File: src/rtl/itp_pkg.sv
// ----------------------------------------------------------------------------
// itp_pkg: shared definitions for the integer text parser
// parse phases, register indexes, character codes and sizes
// ----------------------------------------------------------------------------
package itp_pkg;

   // width of the saturating consumed-character counter
   localparam int COUNT_WIDTH = 16;

   localparam int CHAR_WIDTH  = 8;
   localparam int VALUE_WIDTH = 64;
   localparam int BASE_WIDTH  = 6;
   localparam int CNT_PORT_W  = 16;
   localparam int IDX_WIDTH   = 2;

   // configuration register indexes
   localparam logic [IDX_WIDTH-1:0] REG_BASE_SELECT = 2'd0;
   localparam logic [IDX_WIDTH-1:0] REG_SIGNED_MODE = 2'd1;
   localparam logic [IDX_WIDTH-1:0] REG_WIDE_MODE   = 2'd2;

   // characters with a meaning of their own
   localparam logic [CHAR_WIDTH-1:0] CHAR_MINUS = 8'h2D;
   localparam logic [CHAR_WIDTH-1:0] CHAR_ZERO  = 8'h30;
   localparam logic [CHAR_WIDTH-1:0] CHAR_LOW_X = 8'h78;
   localparam logic [CHAR_WIDTH-1:0] CHAR_LOW_B = 8'h62;

   // bases
   localparam logic [BASE_WIDTH-1:0] BASE_AUTO = 6'd0;
   localparam logic [BASE_WIDTH-1:0] BASE_BIN  = 6'd2;
   localparam logic [BASE_WIDTH-1:0] BASE_OCT  = 6'd8;
   localparam logic [BASE_WIDTH-1:0] BASE_DEC  = 6'd10;
   localparam logic [BASE_WIDTH-1:0] BASE_HEX  = 6'd16;
   localparam logic [BASE_WIDTH-1:0] BASE_MAX  = 6'd36;

   // digit code for a character that is no digit at all
   localparam logic [BASE_WIDTH-1:0] DIGIT_NONE = 6'd63;

   typedef enum logic [2:0] {
      PH_IDLE,
      PH_SIGN,
      PH_PREFIX,
      PH_ZERO,
      PH_DIGITS
   } phase_type;

endpackage

File: src/rtl/integer_text_parser.sv
// ----------------------------------------------------------------------------
// integer_text_parser: streaming text to integer converter
// one character per word; optional minus, automatic 0x / 0b / 0 prefix,
// digits of bases 2 to 36, exact overflow with saturation
// ----------------------------------------------------------------------------
//
//  channel   direction  tdata                              tuser          tlast
//  req_      in         [7:0] char_code                    [0] first_char last_char
//  rsp_      out        [63:0] value, [79:64] consumed     [0] range_error -
//  csr_      in         write enable, index, data          -              -
//
//  one character per cycle sustained while the result is not stalled; a word
//  is held in the input register and its result, if any, is loaded from there
//  into the output register
//  the rate is set by the single digit step: a 64 by 6 bit multiply-add and
//  the limit compare between the input register and the result register
//  reset (synchronous, active high) clears the parse state and loads the
//  register defaults: automatic base, signed, 32-bit results
//  a stalled result holds the input register; req_tready stays high while
//  the held word can still move on in the same cycle
//
module integer_text_parser (
   input  logic        clock,
   input  logic        reset,

   // input characters
   input  logic        req_tvalid,
   output logic        req_tready,
   input  logic [7:0]  req_tdata,   // [7:0] char_code
   input  logic [0:0]  req_tuser,   // [0] first_char
   input  logic        req_tlast,   // last_char

   // parsed numbers
   output logic        rsp_tvalid,
   input  logic        rsp_tready,
   output logic [79:0] rsp_tdata,   // [63:0] value, [79:64] consumed_count
   output logic [0:0]  rsp_tuser,   // [0] range_error

   // register writes
   input  logic        csr_we,
   input  logic [1:0]  csr_index,
   input  logic [5:0]  csr_wdata
);

   localparam int CW = itp_pkg::COUNT_WIDTH;
   localparam int VW = itp_pkg::VALUE_WIDTH;
   localparam int BW = itp_pkg::BASE_WIDTH;
   localparam int PW = VW + BW + 1;   // product plus digit, never wraps

   // configuration registers
   logic [BW-1:0] base_select_ff;
   logic          signed_mode_ff;
   logic          wide_mode_ff;

   // input register
   logic                          in_valid_ff;
   logic [itp_pkg::CHAR_WIDTH-1:0] in_char_ff;
   logic                          in_first_ff;
   logic                          in_last_ff;

   // parse state
   itp_pkg::phase_type phase_ff, phase_in;
   logic [VW-1:0]      acc_ff, acc_in;
   logic [BW-1:0]      base_ff, base_in;
   logic               neg_ff, neg_in;
   logic [CW-1:0]      cnt_ff, cnt_in;

   // result register
   logic                          rsp_valid_ff, rsp_valid_in;
   logic [VW-1:0]                 rsp_value_ff, rsp_value_in;
   logic                          rsp_range_ff, rsp_range_in;
   logic [itp_pkg::CNT_PORT_W-1:0] rsp_count_ff, rsp_count_in;

   logic do_emit;
   logic proc_fire;

   // digit value of a character, DIGIT_NONE for anything else
   function automatic logic [BW-1:0] digit_of(input logic [7:0] c);
      logic [BW-1:0] d;
      d = itp_pkg::DIGIT_NONE;
      if (c >= 8'h30 && c <= 8'h39) begin
         d = BW'(c - 8'h30);
      end else if (c >= 8'h41 && c <= 8'h5A) begin
         d = BW'(c - 8'h41 + 8'd10);
      end else if (c >= 8'h61 && c <= 8'h7A) begin
         d = BW'(c - 8'h61 + 8'd10);
      end
      return d;
   endfunction

   // --------------------------------------------------------------------------
   // handshake: the held word moves on when the result slot is free or freeing
   // --------------------------------------------------------------------------
   always_comb begin
      proc_fire  = in_valid_ff && (!rsp_valid_ff || rsp_tready);
      req_tready = !in_valid_ff || proc_fire;
   end

   // --------------------------------------------------------------------------
   // next state: one character step on the held word
   // --------------------------------------------------------------------------
   always_comb begin
      logic          taken;
      logic          stop;
      logic          ovf;
      logic [BW-1:0] b;
      logic [BW-1:0] d;
      logic [VW-1:0] mask;
      logic [VW-1:0] lim;
      logic [VW-1:0] mag;
      logic [PW-1:0] prod;

      phase_in = phase_ff;
      acc_in   = acc_ff;
      base_in  = base_ff;
      neg_in   = neg_ff;
      cnt_in   = cnt_ff;
      taken    = 1'b0;
      stop     = 1'b0;
      ovf      = 1'b0;
      do_emit  = 1'b0;
      b        = itp_pkg::BASE_DEC;
      d        = itp_pkg::DIGIT_NONE;
      prod     = '0;

      mask = wide_mode_ff ? {VW{1'b1}} : {{(VW/2){1'b0}}, {(VW/2){1'b1}}};

      // a first character restarts, dropping any unfinished number
      if (in_first_ff) begin
         acc_in = '0;
         neg_in = 1'b0;
         cnt_in = '0;
         if (base_select_ff == itp_pkg::BASE_AUTO) begin
            base_in = itp_pkg::BASE_AUTO;
         end else if (base_select_ff >= itp_pkg::BASE_BIN &&
                      base_select_ff <= itp_pkg::BASE_MAX) begin
            base_in = base_select_ff;
         end else begin
            base_in = itp_pkg::BASE_DEC;
         end
         phase_in = itp_pkg::PH_SIGN;
      end

      if (phase_in != itp_pkg::PH_IDLE) begin
         // optional minus
         if (phase_in == itp_pkg::PH_SIGN) begin
            phase_in = itp_pkg::PH_PREFIX;
            if (signed_mode_ff && in_char_ff == itp_pkg::CHAR_MINUS) begin
               neg_in = 1'b1;
               if (cnt_in != '1) cnt_in = cnt_in + 1'b1;
               taken = 1'b1;
            end
         end
         // leading zero opens a prefix under automatic base
         if (!taken && phase_in == itp_pkg::PH_PREFIX) begin
            if (base_in == itp_pkg::BASE_AUTO && in_char_ff == itp_pkg::CHAR_ZERO) begin
               if (cnt_in != '1) cnt_in = cnt_in + 1'b1;
               phase_in = itp_pkg::PH_ZERO;
               taken = 1'b1;
            end else begin
               if (base_in == itp_pkg::BASE_AUTO) base_in = itp_pkg::BASE_DEC;
               phase_in = itp_pkg::PH_DIGITS;
            end
         end
         // character after the leading zero
         if (!taken && phase_in == itp_pkg::PH_ZERO) begin
            phase_in = itp_pkg::PH_DIGITS;
            if (in_char_ff == itp_pkg::CHAR_LOW_X) begin
               base_in = itp_pkg::BASE_HEX;
               if (cnt_in != '1) cnt_in = cnt_in + 1'b1;
               taken = 1'b1;
            end else if (in_char_ff == itp_pkg::CHAR_LOW_B) begin
               base_in = itp_pkg::BASE_BIN;
               if (cnt_in != '1) cnt_in = cnt_in + 1'b1;
               taken = 1'b1;
            end else begin
               base_in = itp_pkg::BASE_OCT;
            end
         end
         // digit step: acc * base + digit, overflow when above the limit
         if (!taken && phase_in == itp_pkg::PH_DIGITS) begin
            b = (base_in >= itp_pkg::BASE_BIN && base_in <= itp_pkg::BASE_MAX) ?
                base_in : itp_pkg::BASE_DEC;
            d = digit_of(in_char_ff);
            if (d >= b) begin
               do_emit = 1'b1;
               stop    = 1'b1;
            end else begin
               lim = signed_mode_ff ? ((mask >> 1) + VW'(neg_in)) : mask;
               if (cnt_in != '1) cnt_in = cnt_in + 1'b1;
               prod = PW'(acc_in) * PW'(b) + PW'(d);
               if (acc_in > lim || prod > PW'(lim)) begin
                  ovf     = 1'b1;
                  do_emit = 1'b1;
                  stop    = 1'b1;
               end else begin
                  acc_in = prod[VW-1:0];
               end
            end
         end
         if (!stop && in_last_ff) do_emit = 1'b1;
      end

      // result: limit rechecked against the current modes
      lim = signed_mode_ff ? ((mask >> 1) + VW'(neg_in)) : mask;
      mag = acc_in;
      if (mag > lim) ovf = 1'b1;
      if (ovf) mag = lim;
      rsp_value_in = neg_in ? ((VW'(0) - mag) & mask) : (mag & mask);
      rsp_range_in = ovf;
      rsp_count_in = itp_pkg::CNT_PORT_W'(32'(cnt_in));
      if (do_emit) phase_in = itp_pkg::PH_IDLE;

      // result slot
      if (proc_fire) begin
         rsp_valid_in = do_emit;
      end else if (rsp_tready) begin
         rsp_valid_in = 1'b0;
      end else begin
         rsp_valid_in = rsp_valid_ff;
      end
   end

   // --------------------------------------------------------------------------
   // registers
   // --------------------------------------------------------------------------
   always_ff @(posedge clock) begin
      if (reset) begin
         base_select_ff <= itp_pkg::BASE_AUTO;
         signed_mode_ff <= 1'b1;
         wide_mode_ff   <= 1'b0;
      end else if (csr_we) begin
         case (csr_index)
            itp_pkg::REG_BASE_SELECT: base_select_ff <= csr_wdata;
            itp_pkg::REG_SIGNED_MODE: signed_mode_ff <= csr_wdata[0];
            itp_pkg::REG_WIDE_MODE:   wide_mode_ff   <= csr_wdata[0];
            default: ;   // no register there
         endcase
      end
   end

   always_ff @(posedge clock) begin
      if (reset) begin
         in_valid_ff <= 1'b0;
      end else if (req_tready) begin
         in_valid_ff <= req_tvalid;
      end
   end

   // input payload, loaded on accept
   always_ff @(posedge clock) begin
      if (req_tvalid && req_tready) begin
         in_char_ff  <= req_tdata;
         in_first_ff <= req_tuser[0];
         in_last_ff  <= req_tlast;
      end
   end

   always_ff @(posedge clock) begin
      if (reset) begin
         phase_ff <= itp_pkg::PH_IDLE;
         acc_ff   <= '0;
         base_ff  <= itp_pkg::BASE_DEC;
         neg_ff   <= 1'b0;
         cnt_ff   <= '0;
      end else if (proc_fire) begin
         phase_ff <= phase_in;
         acc_ff   <= acc_in;
         base_ff  <= base_in;
         neg_ff   <= neg_in;
         cnt_ff   <= cnt_in;
      end
   end

   always_ff @(posedge clock) begin
      if (reset) begin
         rsp_valid_ff <= 1'b0;
      end else begin
         rsp_valid_ff <= rsp_valid_in;
      end
   end

   // result payload, loaded when a result is produced
   always_ff @(posedge clock) begin
      if (proc_fire && do_emit) begin
         rsp_value_ff <= rsp_value_in;
         rsp_range_ff <= rsp_range_in;
         rsp_count_ff <= rsp_count_in;
      end
   end

   assign rsp_tvalid = rsp_valid_ff;
   assign rsp_tdata  = {rsp_count_ff, rsp_value_ff};
   assign rsp_tuser  = rsp_range_ff;

endmodule
File: config.mk
export PLATFORM = sky130hd
export DESIGN_NAME = integer_text_parser
export DESIGN_NICKNAME = d
export VERILOG_FILES = /design/src/rtl/itp_pkg.sv /design/src/rtl/integer_text_parser.sv
export SDC_FILE = /design/constraint.sdc
export NUM_CORES = 2
export LEC_CHECK = 0
export BUFFER_PORTS_ARGS = -buffer_cell sky130_fd_sc_hd__buf_4
export CORE_ASPECT_RATIO = 0.7
export CORE_MARGIN = 4
export CORE_UTILIZATION = 40
export CTS_CLUSTER_DIAMETER = 80
export DETAILED_ROUTE_END_ITERATION = 10
export GPL_TIMING_DRIVEN = 1
export PLACE_DENSITY = 0.61
export SLEW_MARGIN = 20
export SYNTH_ARGS = -nofsm -noshare
export SYNTH_HDL_FRONTEND = slang
export SYNTH_SLANG_ARGS = --single-unit
export TNS_END_PERCENT = 5
File: constraint.sdc
create_clock -name clock -period 18.2 [get_ports clock]
set_input_delay 3.64 -clock clock [delete_from_list [all_inputs] [get_ports clock]]
set_output_delay 3.64 -clock clock [all_outputs]
set_load 0.02 [all_outputs]
==> summary by stage <==
Synthesis
The flip-flop and latch count after synthesis is 191. The proportion of synthesized chip area in sequential cells is 14.9%. The per-instance average area after synthesis is 7.82 um2. The number of flops mapped to enable cells by yosys is 91. The count of different cell masters after synthesis is 106. The Yosys step of the flow raised 0 warnings. The biggest area contributor in the post-synthesis netlist is fa_1. The most common cell in the synthesized netlist is nor2_1. By area the synthesized netlist is led by fa_1, ha_1, edfxtp_1, nor2_1, dfxtp_1.

The mapped cell area is 31,700 um2. Synthesis produced a netlist whose cell count is 4,057. The area share of the largest cell type after synthesis is 15.9%. By count the netlist is led by nor2_1, nand2_1, ha_1. The post-synth net total is 4,697. Counting flops with an async set or reset pin after synthesis yields a share of 0%. The main flop type after synthesis is dfxtp_1.

Timing
Adding up every negative setup slack in the final design gives 0 ps. Static timing analysis puts the maximum clock frequency at 57.5 MHz. The clock skew is 18.2 ps.

Final hold analysis gives a worst-case slack of 458 ps. The slew at the pin closest to its max-slew limit is 1290 ps. The shortest clock period the worst path allows after layout is 17,390 ps. Setup violations remaining at the end of the flow were counted as 0. The number of hold violations in the final report is 0. The final count of pins violating max slew is 0.

The worst path uses 95.5% of the clock period. Measured against its own limit, the worst slew margin works out to 13.3%.

Global routing
The met2 usage in global routing is 38.0%. The routing usage on met1 is 41.4%. Summed over all layers, the global routing overflow is 0.

The number of global-route vias before repair is 28.6k. The number of antenna violations at the first check in global routing came to 3. After global routing, the most crowded layer is met1.

The overall routing resource usage is 26.8%. The first global-routing pass estimated 176 mm of wire. Entering global routing, the biggest net connects 91 pins. The met3 capacity usage during global routing is 5.57%.

Floorplan
The die is 244 um tall. For this configuration, the core starts out at a cell density of 40.3%. The die area is 83,900 um2. The area of the core is 78,700 um2. The floorplan has 86 rows. Measured along the x axis, the die boundary spans 345 um. The number of top-level design ports is 106.

Final layout
The area overhead of the layout relative to synthesis is 8.62%. Cells with a size suffix above 1 make up 8.42% of the layout. The net count of the finished layout is 4,701. The filler cell count is 8,021. The area used by sequential logic in the layout is 4730 um2.

The multi-input combinational cells in the finished layout cover a total of 25,000 um2.

Worst setup path
The worst setup path is of the flip-flop to flip-flop kind. The largest single stage delay on the critical path is 1000 ps. STA puts the critical path data required time at 18,430 ps. The worst register-to-register path begins at in_char_ff[0]. In this run the critical register-to-register path is captured at rsp_value_ff[56]. Data arrives at the worst endpoint at 17,620 ps. In this run the worst path has a maximum fanout of 28. The nature of the critical path endpoint is a flip-flop. The setup check on the worst reg-to-reg path leaves a slack of 810 ps. On the critical path, the stage with the largest delay is an instance of o21ai_0. The worst register-to-register path has a depth of 62.

The worst setup path is launched from a flip-flop.

Power
Summed over all cells, the static leakage comes to 15.9 nW. The power per unit of standard cell area is 49.0 nW/um2. The maximum vdd drop is 0.0000879 V.

Routing
The first-pass detailed-route iteration total is 6. The final wirelength is 115 mm. Detailed routing inserted a total of 30.8k vias. After detailed routing, the number of remaining DRC violations is 0. After detailed routing, the average wire length per cell comes to 22.4 um. The number of violations reported at the end of detailed-routing iteration 0 is 3,445. The detail route stage leaves a number of antenna-violating nets equal to 0. The average via count per standard cell is 6.01.

Clock network
The CTS tree is yes. After clock tree synthesis, the clock-pin slew on the worst setup and hold paths is 80 ps. Counting along the longest clock path gives a buffer depth of 2. The number of hold buffers added after CTS was 0. Buffers inserted during clock tree synthesis total 17. For the worst-skew pair, the clock arrives at the later sink with an insertion delay of 480 ps.

The number of clock sinks is 191. The tree is rooted in a clkbuf_16. In this run the number of H-tree levels came out at 4.

Hold path
The min-delay analysis places its worst path in the category flip-flop to flip-flop. The hold-critical path depth is 2. For hold timing, the worst endpoint is acc_ff[13]. The startpoint identified for the worst hold timing path is acc_ff[13].

Place
The half-perimeter wire length after detailed placement is 92.2 mm. In this run the tool buffered the top-level ports with 105 buffer cells. The weighted congestion reported at the end of routability-driven placement is 0.992.

Job
The tool flagged a number of max-cap violations equal to 0.

Status
The run finished with clean final reports.
==> area by class of cell <==
type,count,area share [%]
timing repair buffer,200,4.49
sequential,191,13.7
clock inverter,14,0.381
multi-input combinational,3323,72.7
tap,1056,3.83
clock buffer,18,1.25
antenna,2,0.0145
inverter,328,3.60
==> where the power goes <==
| group | leakage, nW | internal [mW] | switching (mW) | total (mW) |
|---|---|---|---|---|
| clock | 0.266 | 0.191 | 0.193 | 0.384 |
| combinational | 14.0 | 0.265 | 0.545 | 0.810 |
| sequential | 1.66 | 0.481 | 0.0134 | 0.495 |
==> metrics by stage <==
| step | total power [mW] | std cells | setup slack [ps] | instance area [um2] | utilization (%) |
|---|---|---|---|---|---|
| after floorplan | 1.02 | 4057 | 1640 | 31700 | - |
| after global placement | 1.28 | 5091 | 764 | 33700 | 42.8 |
| after detailed placement | 1.28 | 5091 | 202 | 33700 | 42.8 |
| after CTS | 1.66 | 5123 | 163 | 34300 | 43.6 |
| after global routing | 1.78 | 5130 | -16.9 | 34400 | 43.8 |
| final | 1.69 | 5132 | 811 | 34500 | 43.8 |
==> cell families (layout without fill, tap and decap cells) <==
family,after synthesis,after routing,synth area share [%]
XOR/XNOR,139,139,3.86
AND/OR/NAND/NOR,1566,1567,22.9
AO/OA/AOI/OAI,940,940,19.4
adder cells (fa/ha/maj),617,617,30.3
multiplexers,60,60,1.96
buffers and inverters,544,560,6.63
other,0,2,0
flip-flops,191,191,14.9
==> critical path: cells and delay by family (launching register included) <==
kind	cells	cell delay, ps
DFF	1	460
and+or+nand+nor	24	5710
xor gates and xnor gates	2	590
buffers and inverters	7	1480
AOI/OAI and AO/OA	21	5940
adders and majority gates	8	2900
==> how the worst max path moves through the flow <==
stage / from / to / slack [ps] / cells past startpoint
after floorplan: in_first_ff / rsp_value_ff[56] / 1640 / 76
after global placement: in_char_ff[4] / rsp_value_ff[56] / 760 / 67
after detailed placement: in_char_ff[4] / rsp_value_ff[60] / 200 / 71
after CTS: in_char_ff[4] / rsp_value_ff[60] / 160 / 71
after global routing: in_char_ff[0] / rsp_value_ff[56] / -20 / 69
final: in_char_ff[0] / rsp_value_ff[56] / 810 / 62
==> layer usage <==
layer,vias to the layer above,wire length (um)
met1,14970,53700
li1,14266,-
met4,4,2710
met5,-,27
met2,1438,46900
met3,164,11500
==> sequential cells by signal (all words and copies together) (netlist names) <==
signal	count
base_ff	6
phase_ff	3
neg_ff	1
in_char_ff	8
base_select_ff	6
cnt_ff	16
rsp_count_ff	16
in_last_ff	1
rsp_tvalid	1
rsp_tuser	1
signed_mode_ff	1
wide_mode_ff	1
acc_ff	64
in_first_ff	1
rsp_value_ff	64
in_valid_ff	1
==> placed cells by master, fill, tap and decap left out, types with 11 or more instances in the layout <==
master	instances
nor3_1	92
and3_1	25
xor2_1	50
or3_1	22
o21ai_0	194
nor2b_1	45
o21bai_1	14
a21oi_1	276
o31a_1	11
or2_2	14
a31oi_1	33
xnor2_1	87
mux2i_1	41
o22ai_1	17
and4_1	14
o21a_1	25
nor4_1	27
fa_1	252
a22oi_1	13
nand2_1	491
a21o_1	68
nor2_1	547
a21boi_0	12
o31ai_1	27
nand3_1	54
dfxtp_1	100
and2_1	20
inv_1	317
o211ai_1	25
a211oi_1	66
clkbuf_16	17
ha_1	364
mux2_2	17
nand4_1	114
nand2b_1	29
buf_4	195
edfxtp_1	91
==> what timing repair did <==
action | 4_1_cts | 5_1_grt
gates resized for setup | 0 | 31
buffers inserted | 0 | 6
hold endpoints to repair | 0 | 0
setup endpoints to repair | 0 | 59
Note: power is estimated with default switching activity, not from simulation.
